==> config.mk <==
export PLATFORM = sky130hd
export DESIGN_NAME = touch_gesture_classifier_flat
export DESIGN_NICKNAME = d
export VERILOG_FILES = /design/src/hw/rtl/tgc_pkg.sv /design/src/hw/rtl/tgc_req_if.sv /design/src/hw/rtl/tgc_rsp_if.sv /design/src/hw/rtl/tgc_muldiv.sv /design/src/hw/rtl/touch_gesture_classifier.sv /design/src/flat_wrapper.sv
export VERILOG_INCLUDE_DIRS = /design/src /design/src/hw/rtl
export SDC_FILE = /design/constraint.sdc
export NUM_CORES = 1
export LEC_CHECK = 0
export BUFFER_PORTS_ARGS = -buffer_cell sky130_fd_sc_hd__buf_2
export CELL_PAD_IN_SITES_DETAIL_PLACEMENT = 0
export CELL_PAD_IN_SITES_GLOBAL_PLACEMENT = 1
export CORE_ASPECT_RATIO = 1.2
export CORE_MARGIN = 2
export CORE_UTILIZATION = 48
export CTS_CLUSTER_SIZE = 16
export DETAILED_ROUTE_END_ITERATION = 10
export GPL_TIMING_DRIVEN = 1
export PLACE_DENSITY = 0.79
export SYNTH_ARGS = -nofsm -noshare
export SYNTH_HDL_FRONTEND = slang
export SYNTH_SLANG_ARGS = --single-unit
==> constraint.sdc <==
create_clock -name clock -period 8.2 [get_ports clock]
set_clock_uncertainty 0.2 [all_clocks]
set_input_delay 0 -clock clock [delete_from_list [all_inputs] [get_ports clock]]
set_output_delay 0 -clock clock [all_outputs]
set_load 0.005 [all_outputs]
==> src/hw/rtl/assert_macros.svh <==
// Assertion helpers shared by the RTL.
// ASSERT_PROP checks a property on every rising edge out of reset.
// ASSERT_NEVER flags a condition that must not occur.
`ifndef ASSERT_MACROS_SVH
`define ASSERT_MACROS_SVH
`ifndef ASSERT_OFF
`define ASSERT_PROP(label, clk, rst, prop) \
   label: assert property (@(posedge clk) disable iff (rst) prop) \
      else $error("assertion failed");
`define ASSERT_NEVER(label, clk, rst, expr) \
   label: assert property (@(posedge clk) disable iff (rst) !(expr)) \
      else $error("forbidden condition seen");
`else
`define ASSERT_PROP(label, clk, rst, prop)
`define ASSERT_NEVER(label, clk, rst, expr)
`endif
`endif

==> src/hw/rtl/tgc_pkg.sv <==
`default_nettype none
package tgc_pkg;

   // field and datapath widths
   localparam int FieldW  = 12;
   localparam int ProdW   = 2 * FieldW;
   localparam int SpeedW  = 22;
   localparam int CountW  = 5;
   localparam int CsrIdxW = 3;

   // block constants
   localparam int                CoordBits  = 12;
   localparam logic [FieldW-1:0] CoordMax   = FieldW'((1 << CoordBits) - 1);
   localparam logic [FieldW-1:0] WindowTop  = 12'd0;
   localparam logic [FieldW-1:0] SmallMove  = 12'd3;
   localparam logic [FieldW-1:0] SpeedScale = 12'd1000;
   localparam logic [SpeedW-1:0] SpeedMax   = 22'd4095000;

   // serial unit step counts
   localparam int MulSteps = FieldW;
   localparam int DivSteps = ProdW;

   // poll status codes
   localparam logic [1:0] STAT_TOUCH = 2'd0;
   localparam logic [1:0] STAT_NONE  = 2'd1;
   localparam logic [1:0] STAT_ERROR = 2'd2;

   // configuration register indexes
   localparam logic [CsrIdxW-1:0] CSR_MOVE_THRESHOLD = 3'd0;
   localparam logic [CsrIdxW-1:0] CSR_SCREEN_WIDTH   = 3'd1;
   localparam logic [CsrIdxW-1:0] CSR_SCREEN_HEIGHT  = 3'd2;
   localparam logic [CsrIdxW-1:0] CSR_PANEL_WIDTH    = 3'd3;
   localparam logic [CsrIdxW-1:0] CSR_PANEL_HEIGHT   = 3'd4;
   localparam logic [CsrIdxW-1:0] CSR_WINDOW_LEFT    = 3'd5;
   localparam logic [CsrIdxW-1:0] CSR_WINDOW_RIGHT   = 3'd6;
   localparam logic [CsrIdxW-1:0] CSR_WINDOW_BOTTOM  = 3'd7;

   typedef enum logic [1:0] {
      GEST_NONE  = 2'd0,
      GEST_PRESS = 2'd1,
      GEST_MOVE  = 2'd2,
      GEST_ERROR = 2'd3
   } gesture_type;

   typedef enum logic [1:0] {
      DIR_RIGHT = 2'd0,
      DIR_LEFT  = 2'd1,
      DIR_DOWN  = 2'd2,
      DIR_UP    = 2'd3
   } dir_type;

   typedef enum logic [2:0] {
      S_IDLE,
      S_SCALE_X,
      S_SCALE_Y,
      S_DECIDE,
      S_SPEED,
      S_UPDATE
   } top_state_type;

   typedef enum logic [1:0] {
      MD_IDLE,
      MD_MUL,
      MD_DIV
   } md_state_type;

   // multiply-divide unit: quot = mul_a * mul_b / den
   typedef struct packed {
      logic              start;
      logic [FieldW-1:0] mul_a;
      logic [FieldW-1:0] mul_b;
      logic [FieldW-1:0] den;
   } md_req_type;

   typedef struct packed {
      logic             done;
      logic [ProdW-1:0] quot;
   } md_rsp_type;

endpackage
`default_nettype wire

==> src/hw/rtl/tgc_req_if.sv <==
`default_nettype none
interface tgc_req_if import tgc_pkg::*; ();
   logic              valid;
   logic              ready;
   logic [1:0]        poll_status;
   logic [FieldW-1:0] raw_x;
   logic [FieldW-1:0] raw_y;

   modport source (output valid, output poll_status, output raw_x, output raw_y,
                   input ready);
   modport sink (input valid, input poll_status, input raw_x, input raw_y,
                 output ready);
endinterface
`default_nettype wire

==> src/hw/rtl/tgc_rsp_if.sv <==
`default_nettype none
interface tgc_rsp_if import tgc_pkg::*; ();
   logic              valid;
   logic              ready;
   logic [1:0]        gesture;
   logic [FieldW-1:0] pos_x;
   logic [FieldW-1:0] pos_y;
   logic [1:0]        direction;
   logic [SpeedW-1:0] speed;

   modport source (output valid, output gesture, output pos_x, output pos_y,
                   output direction, output speed, input ready);
   modport sink (input valid, input gesture, input pos_x, input pos_y,
                 input direction, input speed, output ready);
endinterface
`default_nettype wire

==> src/hw/rtl/tgc_muldiv.sv <==
`default_nettype none
`include "assert_macros.svh"
// Bit-serial a*b/den: shift-add multiply, then restoring divide.
module tgc_muldiv import tgc_pkg::*; (
   input  wire logic       clock,
   input  wire logic       reset,
   input  wire md_req_type md_req,
   output md_rsp_type      md_rsp
);

   md_state_type      state_ff, state_in;
   logic [CountW-1:0] count_ff, count_in;
   logic [ProdW-1:0]  mcand_ff, mcand_in;
   logic [FieldW-1:0] mplier_ff, mplier_in;
   logic [ProdW-1:0]  work_ff, work_in;   // product, then dividend / quotient
   logic [FieldW:0]   rem_ff, rem_in;
   logic [FieldW-1:0] den_ff, den_in;
   logic              done_ff, done_in;

   logic [FieldW:0]   rem_sh;
   logic [FieldW+1:0] diff;

   assign rem_sh = {rem_ff[FieldW-1:0], work_ff[ProdW-1]};
   assign diff   = {1'b0, rem_sh} - {2'b00, den_ff};

   always_ff @(posedge clock) begin
      if (reset) begin
         state_ff <= MD_IDLE;
         count_ff <= '0;
         done_ff  <= 1'b0;
      end else begin
         state_ff <= state_in;
         count_ff <= count_in;
         done_ff  <= done_in;
      end
      mcand_ff  <= mcand_in;
      mplier_ff <= mplier_in;
      work_ff   <= work_in;
      rem_ff    <= rem_in;
      den_ff    <= den_in;
   end

   always_comb begin
      state_in  = state_ff;
      count_in  = count_ff;
      mcand_in  = mcand_ff;
      mplier_in = mplier_ff;
      work_in   = work_ff;
      rem_in    = rem_ff;
      den_in    = den_ff;
      done_in   = 1'b0;
      unique case (state_ff)
         MD_IDLE: begin
            if (md_req.start) begin
               mcand_in  = {{(ProdW-FieldW){1'b0}}, md_req.mul_a};
               mplier_in = md_req.mul_b;
               den_in    = md_req.den;
               work_in   = '0;
               count_in  = '0;
               state_in  = MD_MUL;
            end
         end
         MD_MUL: begin
            if (mplier_ff[0]) begin
               work_in = work_ff + mcand_ff;
            end
            mcand_in  = {mcand_ff[ProdW-2:0], 1'b0};
            mplier_in = {1'b0, mplier_ff[FieldW-1:1]};
            count_in  = count_ff + 1'b1;
            if (count_ff == CountW'(MulSteps - 1)) begin
               count_in = '0;
               rem_in   = '0;
               state_in = MD_DIV;
            end
         end
         MD_DIV: begin
            if (!diff[FieldW+1]) begin
               rem_in  = diff[FieldW:0];
               work_in = {work_ff[ProdW-2:0], 1'b1};
            end else begin
               rem_in  = rem_sh;
               work_in = {work_ff[ProdW-2:0], 1'b0};
            end
            count_in = count_ff + 1'b1;
            if (count_ff == CountW'(DivSteps - 1)) begin
               count_in = '0;
               done_in  = 1'b1;
               state_in = MD_IDLE;
            end
         end
         default: begin
            state_in = MD_IDLE;
         end
      endcase
   end

   assign md_rsp.done = done_ff;
   assign md_rsp.quot = work_ff;

   `ASSERT_PROP(a_start_when_idle, clock, reset, md_req.start |-> state_ff == MD_IDLE)
   `ASSERT_PROP(a_done_after_div, clock, reset, done_ff |-> $past(state_ff) == MD_DIV)
   `ASSERT_PROP(a_rem_below_den, clock, reset,
      (state_ff == MD_DIV && den_ff != '0) |-> rem_ff < (FieldW+1)'(den_ff))

endmodule
`default_nettype wire

==> src/hw/rtl/touch_gesture_classifier.sv <==
// Touch gesture classifier.
// req_if carries one touch poll per beat (poll_status, raw_x, raw_y); rsp_if
// returns exactly one result beat per request (gesture, pos_x, pos_y,
// direction, speed). Registers are written through csr_we / csr_index /
// csr_wdata, one per cycle, and must only change while the block is idle.
// One poll is handled at a time. A single bit-serial multiply-divide unit
// does the scaling and the speed: 12 multiply steps, 24 divide steps and a
// registered done per use. A poll with no touch or an error goes straight
// to the commit step; a touch scales x, then y, then decides and, for a
// move with a speed, computes the speed before the commit step.
// A new request is taken as soon as the previous result sits in the output
// register, even if the receiver has not yet taken it; the block then waits
// at the commit step while that result is stalled.
// Synchronous reset returns the registers to their defaults, sets the
// restart flag, clears the tracked point and gesture state and drops
// rsp valid; req ready stays low while reset is high.
`default_nettype none
`include "assert_macros.svh"
module touch_gesture_classifier import tgc_pkg::*; (
   input  wire logic               clock,
   input  wire logic               reset,
   tgc_req_if.sink                 req_if,
   tgc_rsp_if.source               rsp_if,
   input  wire logic               csr_we,
   input  wire logic [CsrIdxW-1:0] csr_index,
   input  wire logic [FieldW-1:0]  csr_wdata
);

   // configuration registers
   logic [FieldW-1:0] thr_ff, sw_ff, sh_ff, pw_ff, ph_ff, wl_ff, wr_ff, wb_ff;

   // sequencer
   top_state_type state_ff, state_in;
   md_req_type    md_req;
   md_rsp_type    md_rsp;
   logic          load_x, load_y, load_spd, commit, take;

   // current item
   logic [1:0]        status_ff;
   logic [FieldW-1:0] ry_ff;
   logic [FieldW-1:0] cx_ff, cy_ff;
   logic [SpeedW-1:0] spd_ff;

   // tracked state
   logic              restart_ff, restart_in;
   logic [FieldW-1:0] last_x_ff, last_y_ff;
   gesture_type       gesture_ff, gesture_in;
   dir_type           dir_ff, dir_in;
   logic [FieldW-1:0] pos_x_ff, pos_x_in, pos_y_ff, pos_y_in;
   logic [SpeedW-1:0] speed_ff, speed_in;

   // output register
   logic              rsp_valid_ff;
   gesture_type       rsp_gesture_ff;
   dir_type           rsp_dir_ff;
   logic [FieldW-1:0] rsp_pos_x_ff, rsp_pos_y_ff;
   logic [SpeedW-1:0] rsp_speed_ff;

   // classification terms; all but slot_free use only registered values
   logic              is_touch, is_error, in_win, touch;
   logic [FieldW-1:0] dx, dy, spd_dist, spd_size, coord_den, coord_sat;
   logic              move_test, small_move, x_axis, need_speed, slot_free;
   logic [SpeedW-1:0] speed_sat;

   tgc_muldiv u_muldiv (
      .clock  (clock),
      .reset  (reset),
      .md_req (md_req),
      .md_rsp (md_rsp)
   );

   // --- configuration port ---
   always_ff @(posedge clock) begin
      if (reset) begin
         thr_ff <= 12'd10;
         sw_ff  <= 12'd640;
         sh_ff  <= 12'd360;
         pw_ff  <= 12'd640;
         ph_ff  <= 12'd360;
         wl_ff  <= 12'd0;
         wr_ff  <= 12'd639;
         wb_ff  <= 12'd360;
      end else if (csr_we) begin
         unique case (csr_index)
            CSR_MOVE_THRESHOLD: thr_ff <= csr_wdata;
            CSR_SCREEN_WIDTH:   sw_ff  <= csr_wdata;
            CSR_SCREEN_HEIGHT:  sh_ff  <= csr_wdata;
            CSR_PANEL_WIDTH:    pw_ff  <= csr_wdata;
            CSR_PANEL_HEIGHT:   ph_ff  <= csr_wdata;
            CSR_WINDOW_LEFT:    wl_ff  <= csr_wdata;
            CSR_WINDOW_RIGHT:   wr_ff  <= csr_wdata;
            CSR_WINDOW_BOTTOM:  wb_ff  <= csr_wdata;
            default: begin
            end
         endcase
      end
   end

   // --- classification ---
   // status 3 is unused and counts as a read error
   assign is_touch = (status_ff == STAT_TOUCH);
   assign is_error = (status_ff != STAT_TOUCH) && (status_ff != STAT_NONE);
   assign in_win   = (cx_ff >= wl_ff) && (cx_ff <= wr_ff) &&
                     (cy_ff >= WindowTop) && (cy_ff <= wb_ff);
   // a point outside the window is handled as no touch
   assign touch    = is_touch && in_win;

   assign dx = (cx_ff > last_x_ff) ? cx_ff - last_x_ff : last_x_ff - cx_ff;
   assign dy = (cy_ff > last_y_ff) ? cy_ff - last_y_ff : last_y_ff - cy_ff;

   assign move_test  = (gesture_ff == GEST_MOVE) || (dx >= thr_ff) || (dy >= thr_ff);
   assign small_move = (dx <= SmallMove) && (dy <= SmallMove);
   assign x_axis     = (dx > dy);
   assign need_speed = touch && !restart_ff && move_test && !small_move;
   assign spd_dist   = x_axis ? dx : dy;
   assign spd_size   = x_axis ? sw_ff : sh_ff;

   // saturation of the serial unit's quotient; a zero divisor saturates too
   assign coord_den = (state_ff == S_SCALE_X) ? pw_ff : ph_ff;
   assign coord_sat = (coord_den == '0) ? CoordMax :
                      (md_rsp.quot[ProdW-1:CoordBits] != '0) ? CoordMax :
                      md_rsp.quot[FieldW-1:0];
   assign speed_sat = (spd_size == '0) ? SpeedMax :
                      (md_rsp.quot > {{(ProdW-SpeedW){1'b0}}, SpeedMax}) ? SpeedMax :
                      md_rsp.quot[SpeedW-1:0];

   assign slot_free = !rsp_valid_ff || rsp_if.ready;
   assign take      = req_if.valid && (state_ff == S_IDLE);

   // --- sequencer ---
   always_ff @(posedge clock) begin
      if (reset) begin
         state_ff <= S_IDLE;
      end else begin
         state_ff <= state_in;
      end
   end

   always_comb begin
      state_in     = state_ff;
      md_req.start = 1'b0;
      md_req.mul_a = '0;
      md_req.mul_b = '0;
      md_req.den   = '0;
      load_x       = 1'b0;
      load_y       = 1'b0;
      load_spd     = 1'b0;
      commit       = 1'b0;
      unique case (state_ff)
         S_IDLE: begin
            if (req_if.valid) begin
               if (req_if.poll_status == STAT_TOUCH) begin
                  md_req.start = 1'b1;
                  md_req.mul_a = req_if.raw_x;
                  md_req.mul_b = sw_ff;
                  md_req.den   = pw_ff;
                  state_in     = S_SCALE_X;
               end else begin
                  state_in = S_UPDATE;
               end
            end
         end
         S_SCALE_X: begin
            if (md_rsp.done) begin
               load_x       = 1'b1;
               md_req.start = 1'b1;
               md_req.mul_a = ry_ff;
               md_req.mul_b = sh_ff;
               md_req.den   = ph_ff;
               state_in     = S_SCALE_Y;
            end
         end
         S_SCALE_Y: begin
            if (md_rsp.done) begin
               load_y   = 1'b1;
               state_in = S_DECIDE;
            end
         end
         S_DECIDE: begin
            if (need_speed) begin
               md_req.start = 1'b1;
               md_req.mul_a = spd_dist;
               md_req.mul_b = SpeedScale;
               md_req.den   = spd_size;
               state_in     = S_SPEED;
            end else begin
               state_in = S_UPDATE;
            end
         end
         S_SPEED: begin
            if (md_rsp.done) begin
               load_spd = 1'b1;
               state_in = S_UPDATE;
            end
         end
         S_UPDATE: begin
            // hold here while a stalled result still fills the output slot
            if (slot_free) begin
               commit   = 1'b1;
               state_in = S_IDLE;
            end
         end
         default: begin
            state_in = S_IDLE;
         end
      endcase
   end

   // --- next tracked state ---
   always_comb begin
      restart_in = restart_ff;
      gesture_in = gesture_ff;
      dir_in     = dir_ff;
      pos_x_in   = pos_x_ff;
      pos_y_in   = pos_y_ff;
      speed_in   = speed_ff;
      if (touch) begin
         pos_x_in = cx_ff - wl_ff;
         pos_y_in = cy_ff - WindowTop;
         if (restart_ff) begin
            restart_in = 1'b0;
            gesture_in = GEST_NONE;
         end else if (move_test) begin
            if (small_move) begin
               // jitter: keep gesture and direction, report no speed
               speed_in = '0;
            end else begin
               gesture_in = GEST_MOVE;
               speed_in   = spd_ff;
               if (x_axis) begin
                  dir_in = (cx_ff > last_x_ff) ? DIR_RIGHT : DIR_LEFT;
               end else begin
                  dir_in = (cy_ff > last_y_ff) ? DIR_DOWN : DIR_UP;
               end
            end
         end else begin
            gesture_in = GEST_PRESS;
         end
      end else if (is_error) begin
         restart_in = 1'b1;
         gesture_in = GEST_ERROR;
      end else begin
         // release: reports a press if the touch had no gesture yet
         gesture_in = (!restart_ff && gesture_ff == GEST_NONE) ? GEST_PRESS : GEST_NONE;
         restart_in = 1'b1;
      end
   end

   // --- item, state and output registers ---
   always_ff @(posedge clock) begin
      if (take) begin
         status_ff <= req_if.poll_status;
         ry_ff     <= req_if.raw_y;
         cx_ff     <= '0;
         cy_ff     <= '0;
      end
      if (load_x) begin
         cx_ff <= coord_sat;
      end
      if (load_y) begin
         cy_ff <= coord_sat;
      end
      if (load_spd) begin
         spd_ff <= speed_sat;
      end
      if (commit) begin
         rsp_gesture_ff <= gesture_in;
         rsp_dir_ff     <= dir_in;
         rsp_pos_x_ff   <= pos_x_in;
         rsp_pos_y_ff   <= pos_y_in;
         rsp_speed_ff   <= speed_in;
      end
   end

   always_ff @(posedge clock) begin
      if (reset) begin
         restart_ff   <= 1'b1;
         last_x_ff    <= '0;
         last_y_ff    <= '0;
         gesture_ff   <= GEST_NONE;
         dir_ff       <= DIR_RIGHT;
         pos_x_ff     <= '0;
         pos_y_ff     <= '0;
         speed_ff     <= '0;
         rsp_valid_ff <= 1'b0;
      end else begin
         if (commit) begin
            restart_ff   <= restart_in;
            gesture_ff   <= gesture_in;
            dir_ff       <= dir_in;
            pos_x_ff     <= pos_x_in;
            pos_y_ff     <= pos_y_in;
            speed_ff     <= speed_in;
            // the last point is the scaled point, or zero without a touch
            last_x_ff    <= cx_ff;
            last_y_ff    <= cy_ff;
            rsp_valid_ff <= 1'b1;
         end else if (rsp_if.ready) begin
            rsp_valid_ff <= 1'b0;
         end
      end
   end

   assign req_if.ready     = (state_ff == S_IDLE) && !reset;
   assign rsp_if.valid     = rsp_valid_ff;
   assign rsp_if.gesture   = rsp_gesture_ff;
   assign rsp_if.pos_x     = rsp_pos_x_ff;
   assign rsp_if.pos_y     = rsp_pos_y_ff;
   assign rsp_if.direction = rsp_dir_ff;
   assign rsp_if.speed     = rsp_speed_ff;

   `ASSERT_NEVER(a_done_while_idle, clock, reset, state_ff == S_IDLE && md_rsp.done)
   `ASSERT_PROP(a_no_error_mid_touch, clock, reset, !restart_ff |-> gesture_ff != GEST_ERROR)
   `ASSERT_PROP(a_stall_holds_commit, clock, reset,
      (state_ff == S_UPDATE && rsp_valid_ff && !rsp_if.ready) |=> state_ff == S_UPDATE)

endmodule
`default_nettype wire
==> src/flat_wrapper.sv <==
// flat-port wrapper written by rule: the top's interface ports become plain ports
module touch_gesture_classifier_flat import tgc_pkg::*;
  (clock, reset, csr_we, csr_index, csr_wdata, req_if_valid, req_if_poll_status, req_if_raw_x, req_if_raw_y, req_if_ready, rsp_if_valid, rsp_if_gesture, rsp_if_pos_x, rsp_if_pos_y, rsp_if_direction, rsp_if_speed, rsp_if_ready);
  tgc_req_if req_if_i ();
  tgc_rsp_if rsp_if_i ();
  input  wire logic clock;
  input  wire logic reset;
  input  wire logic csr_we;
  input  wire logic [CsrIdxW-1:0] csr_index;
  input  wire logic [FieldW-1:0] csr_wdata;
  input wire logic [$bits(req_if_i.valid)-1:0] req_if_valid;
  input wire logic [$bits(req_if_i.poll_status)-1:0] req_if_poll_status;
  input wire logic [$bits(req_if_i.raw_x)-1:0] req_if_raw_x;
  input wire logic [$bits(req_if_i.raw_y)-1:0] req_if_raw_y;
  output wire logic [$bits(req_if_i.ready)-1:0] req_if_ready;
  output wire logic [$bits(rsp_if_i.valid)-1:0] rsp_if_valid;
  output wire logic [$bits(rsp_if_i.gesture)-1:0] rsp_if_gesture;
  output wire logic [$bits(rsp_if_i.pos_x)-1:0] rsp_if_pos_x;
  output wire logic [$bits(rsp_if_i.pos_y)-1:0] rsp_if_pos_y;
  output wire logic [$bits(rsp_if_i.direction)-1:0] rsp_if_direction;
  output wire logic [$bits(rsp_if_i.speed)-1:0] rsp_if_speed;
  input wire logic [$bits(rsp_if_i.ready)-1:0] rsp_if_ready;
  assign req_if_i.valid = req_if_valid;
  assign req_if_i.poll_status = req_if_poll_status;
  assign req_if_i.raw_x = req_if_raw_x;
  assign req_if_i.raw_y = req_if_raw_y;
  assign req_if_ready = req_if_i.ready;
  assign rsp_if_valid = rsp_if_i.valid;
  assign rsp_if_gesture = rsp_if_i.gesture;
  assign rsp_if_pos_x = rsp_if_i.pos_x;
  assign rsp_if_pos_y = rsp_if_i.pos_y;
  assign rsp_if_direction = rsp_if_i.direction;
  assign rsp_if_speed = rsp_if_i.speed;
  assign rsp_if_i.ready = rsp_if_ready;
  touch_gesture_classifier u_core (.clock(clock), .reset(reset), .req_if(req_if_i), .rsp_if(rsp_if_i), .csr_we(csr_we), .csr_index(csr_index), .csr_wdata(csr_wdata));
endmodule
==> flow_metrics.tcl <==
set metrics [dict create \
    fill_cells 3987 \
    hold_ws_ns 0.0554 \
    hpwl_um 49100 \
    drv_cap 0 \
    cts-buffers-inserted 42 \
    status "finished clean" \
    syn_area_um2 21500 \
    port_buffers 97 \
    wl_per_cell_um 22.0 \
    final-hold-violation-count 0 \
    startpoint_type "register" \
    via_count 18239 \
    relSlewSlack 0.162 \
    critical_path_class "register to register" \
    ir_drop_uv 200 \
    drive_gt1_frac 0.0853 \
    fp.dieW_um 197 \
    clk_latency_ns 0.59 \
    slowest_delay_ns 0.94 \
    synthToLayoutAreaGrowth_pct 13.5 \
    ys.flop_type "edfxtp_1" \
    finish.utilization 0.554 \
    grt_overflow 0 \
    first_iter_violations 1421 \
    nets 2711 \
    postSynth.asyncResetShare 0 \
    slew_violations 0 \
    crit_path_end_kind "register" \
    fin_tns_setup_ns 0 \
    io_pins 98 \
    cts_tree "yes" \
    post-synth-top-area-cell "edfxtp_1" \
    power.density_nw_per_um2 248 \
    gp_congestion 0.906 \
    multi_input_area_um2 10900 \
    start_util 0.488 \
    htreeDepth 2 \
    die_height_um 236 \
    regArea_um2 9490 \
    syn_inst 2403 \
    grt_pass1_vias 17418 \
    power_leakage_uw 0.00947 \
    drc_errors 0 \
    synth.avg_cell_area_um2 8.94 \
    synthTopCellsByArea "edfxtp_1, dfxtp_1, ha_1" \
    worstPathArrival_ns 6.64 \
    core_area_um2 44000 \
    fmax_mhz 153 \
    wl_um 68100 \
    total_power_uw 6050 \
    synth_fp_nets 2614 \
    grt_usage 0.291 \
    grt_max_degree 98 \
    fin_area_um2 24400 \
    setup_viol 0 \
    synth-edff-count 194 \
    dieArea_um2 46500 \
    yosysTopAreaCellShare 0.271 \
    required_ns 8.28 \
    rsz0062_at_grt "false" \
    worstMarginPinSlew_ns 1.25 \
    final.period_utilization 0.799 \
    final_common_cell "nand2_1" \
    yosys_warnings 0 \
    drtPass1Iterations 6 \
    row_count 84 \
    grt_first_pass_wirelength_um 104000 \
    mostFrequentLayoutCells "nand2_1, a21oi_1, nor2_1" \
    root_buffer "clkbuf_16" \
    clk_pin_slew_ns 0.06 \
    crit_chain "ha_1 > nand4_1 > or2_1 > o21ai_2 > nand2_2 > o41ai_2 > xor2_1 > ha_1 > a21o_1 > a21o_1 > a21oi_1 > o21ai_0 > o22a_1 > a41oi_1 > nor2b_1 > nand2b_1" \
    cts.sinks 377 \
    final_antenna_net_count 0 \
    yosysSeqAreaShare 0.442 \
    ys_ff_latch 377 \
    yosysUniqueCellTypes 83 \
    vias_per_cell 5.90 \
    dpl_cell_area_um2 22300 \
    clockBufferDepth 3 \
    diodes 0 \
    cp_max_fo 20 \
    min_path_type "input pin to register" \
    antenna_found_initial 0 \
    critPathSlowestCell "nor2b_1" \
    fin_crit_ns 6.55 \
]
-- metal layers --
metal  routed length, um  GRT usage
met5                   0          0
met4                2510      0.102
met3                3670     0.0430
met2               33700      0.503
met1               28200      0.370
-- final timing paths --
kind | start | to | slack (ns) | cells past startpoint
max | u_core.cy_ff[4] | u_core.spd_ff[19] | 1.65 | 16
min | req_if_poll_status[1] | u_core.status_ff[1] | 0.06 | 2
max reg2reg | u_core.cy_ff[4] | u_core.spd_ff[19] | 1.65 | 16
min reg2reg | u_core.pos_x_ff[1] | u_core.pos_x_ff[1] | 0.25 | 2
-- critical path: cells and delay by family (launching register included) --
family                   cells  cell delay (ns)
XOR/XNOR                     1             0.53
adder cells (fa/ha/maj)      2             0.91
AND/OR/NAND/NOR              5             1.83
flip-flops                   1             0.49
AO/OA/AOI/OAI                8             2.28
-- timing repair --
| action | CTS | global route |
|---|---|---|
| hold buffers | 64 | 0 |
| buffers inserted | 0 | 0 |
| hold endpoints to repair | 186 | 0 |
| resized for setup | 0 | 0 |
-- cell usage after synthesis, types with 27 or more instances --
master,number
nand2_1,396
a21oi_1,203
nor2_1,201
edfxtp_1,194
dfxtp_1,183
ha_1,158
inv_1,153
o21ai_0,127
clkbuf_1,97
nor3_1,47
a21o_1,46
a22oi_1,32
mux2i_1,31
nand2b_1,31
nand4b_1,28
nand3_1,27
xnor2_1,27
-- flip-flops by register name, summed over array words and instances, names as in the netlist, 22 cells and up --
name and count:
u_core.u_muldiv.mcand_ff 24, u_core.speed_ff 22, u_core.rsp_if.speed 22, u_core.u_muldiv.work_ff 24, u_core.spd_ff 22
-- final cells by class --
class / count / share of cell area
clock buffers: 60 / 0.0488
repair buffers: 184 / 0.0535
well taps: 559 / 0.0287
flip-flops and latches: 377 / 0.389
inverters: 155 / 0.0240
clock inverters: 17 / 0.00888
multi-input cells: 1740 / 0.447
-- cells by family (layout without fill, tap and decap cells) --
logic type,count (synthesis),after routing,share of synthesized area
adder cells (fa/ha/maj),165,165,0.0986
XOR/XNOR,42,42,0.0171
AO/OA/AOI/OAI,607,607,0.180
multiplexers,37,37,0.0178
AND/OR/NAND/NOR,889,889,0.193
buffers and inverters,286,416,0.0518
flip-flops,377,377,0.442
-- where the power goes --
part	total (uW)	switching, uW	internal (uW)
combinational	1730	1100	632
clock	1960	816	1150
sequential	2350	165	2190
total	6050	2080	3970
-- stage by stage --
step                      instances  setup WS, ns
final                          3092          1.65
after global routing           3092          1.14
after CTS                      3092          1.68
after detailed placement       2951          1.72
after global placement         2951          1.88
after floorplan                2403          2.30
Note: power is estimated with default switching activity, not from simulation.
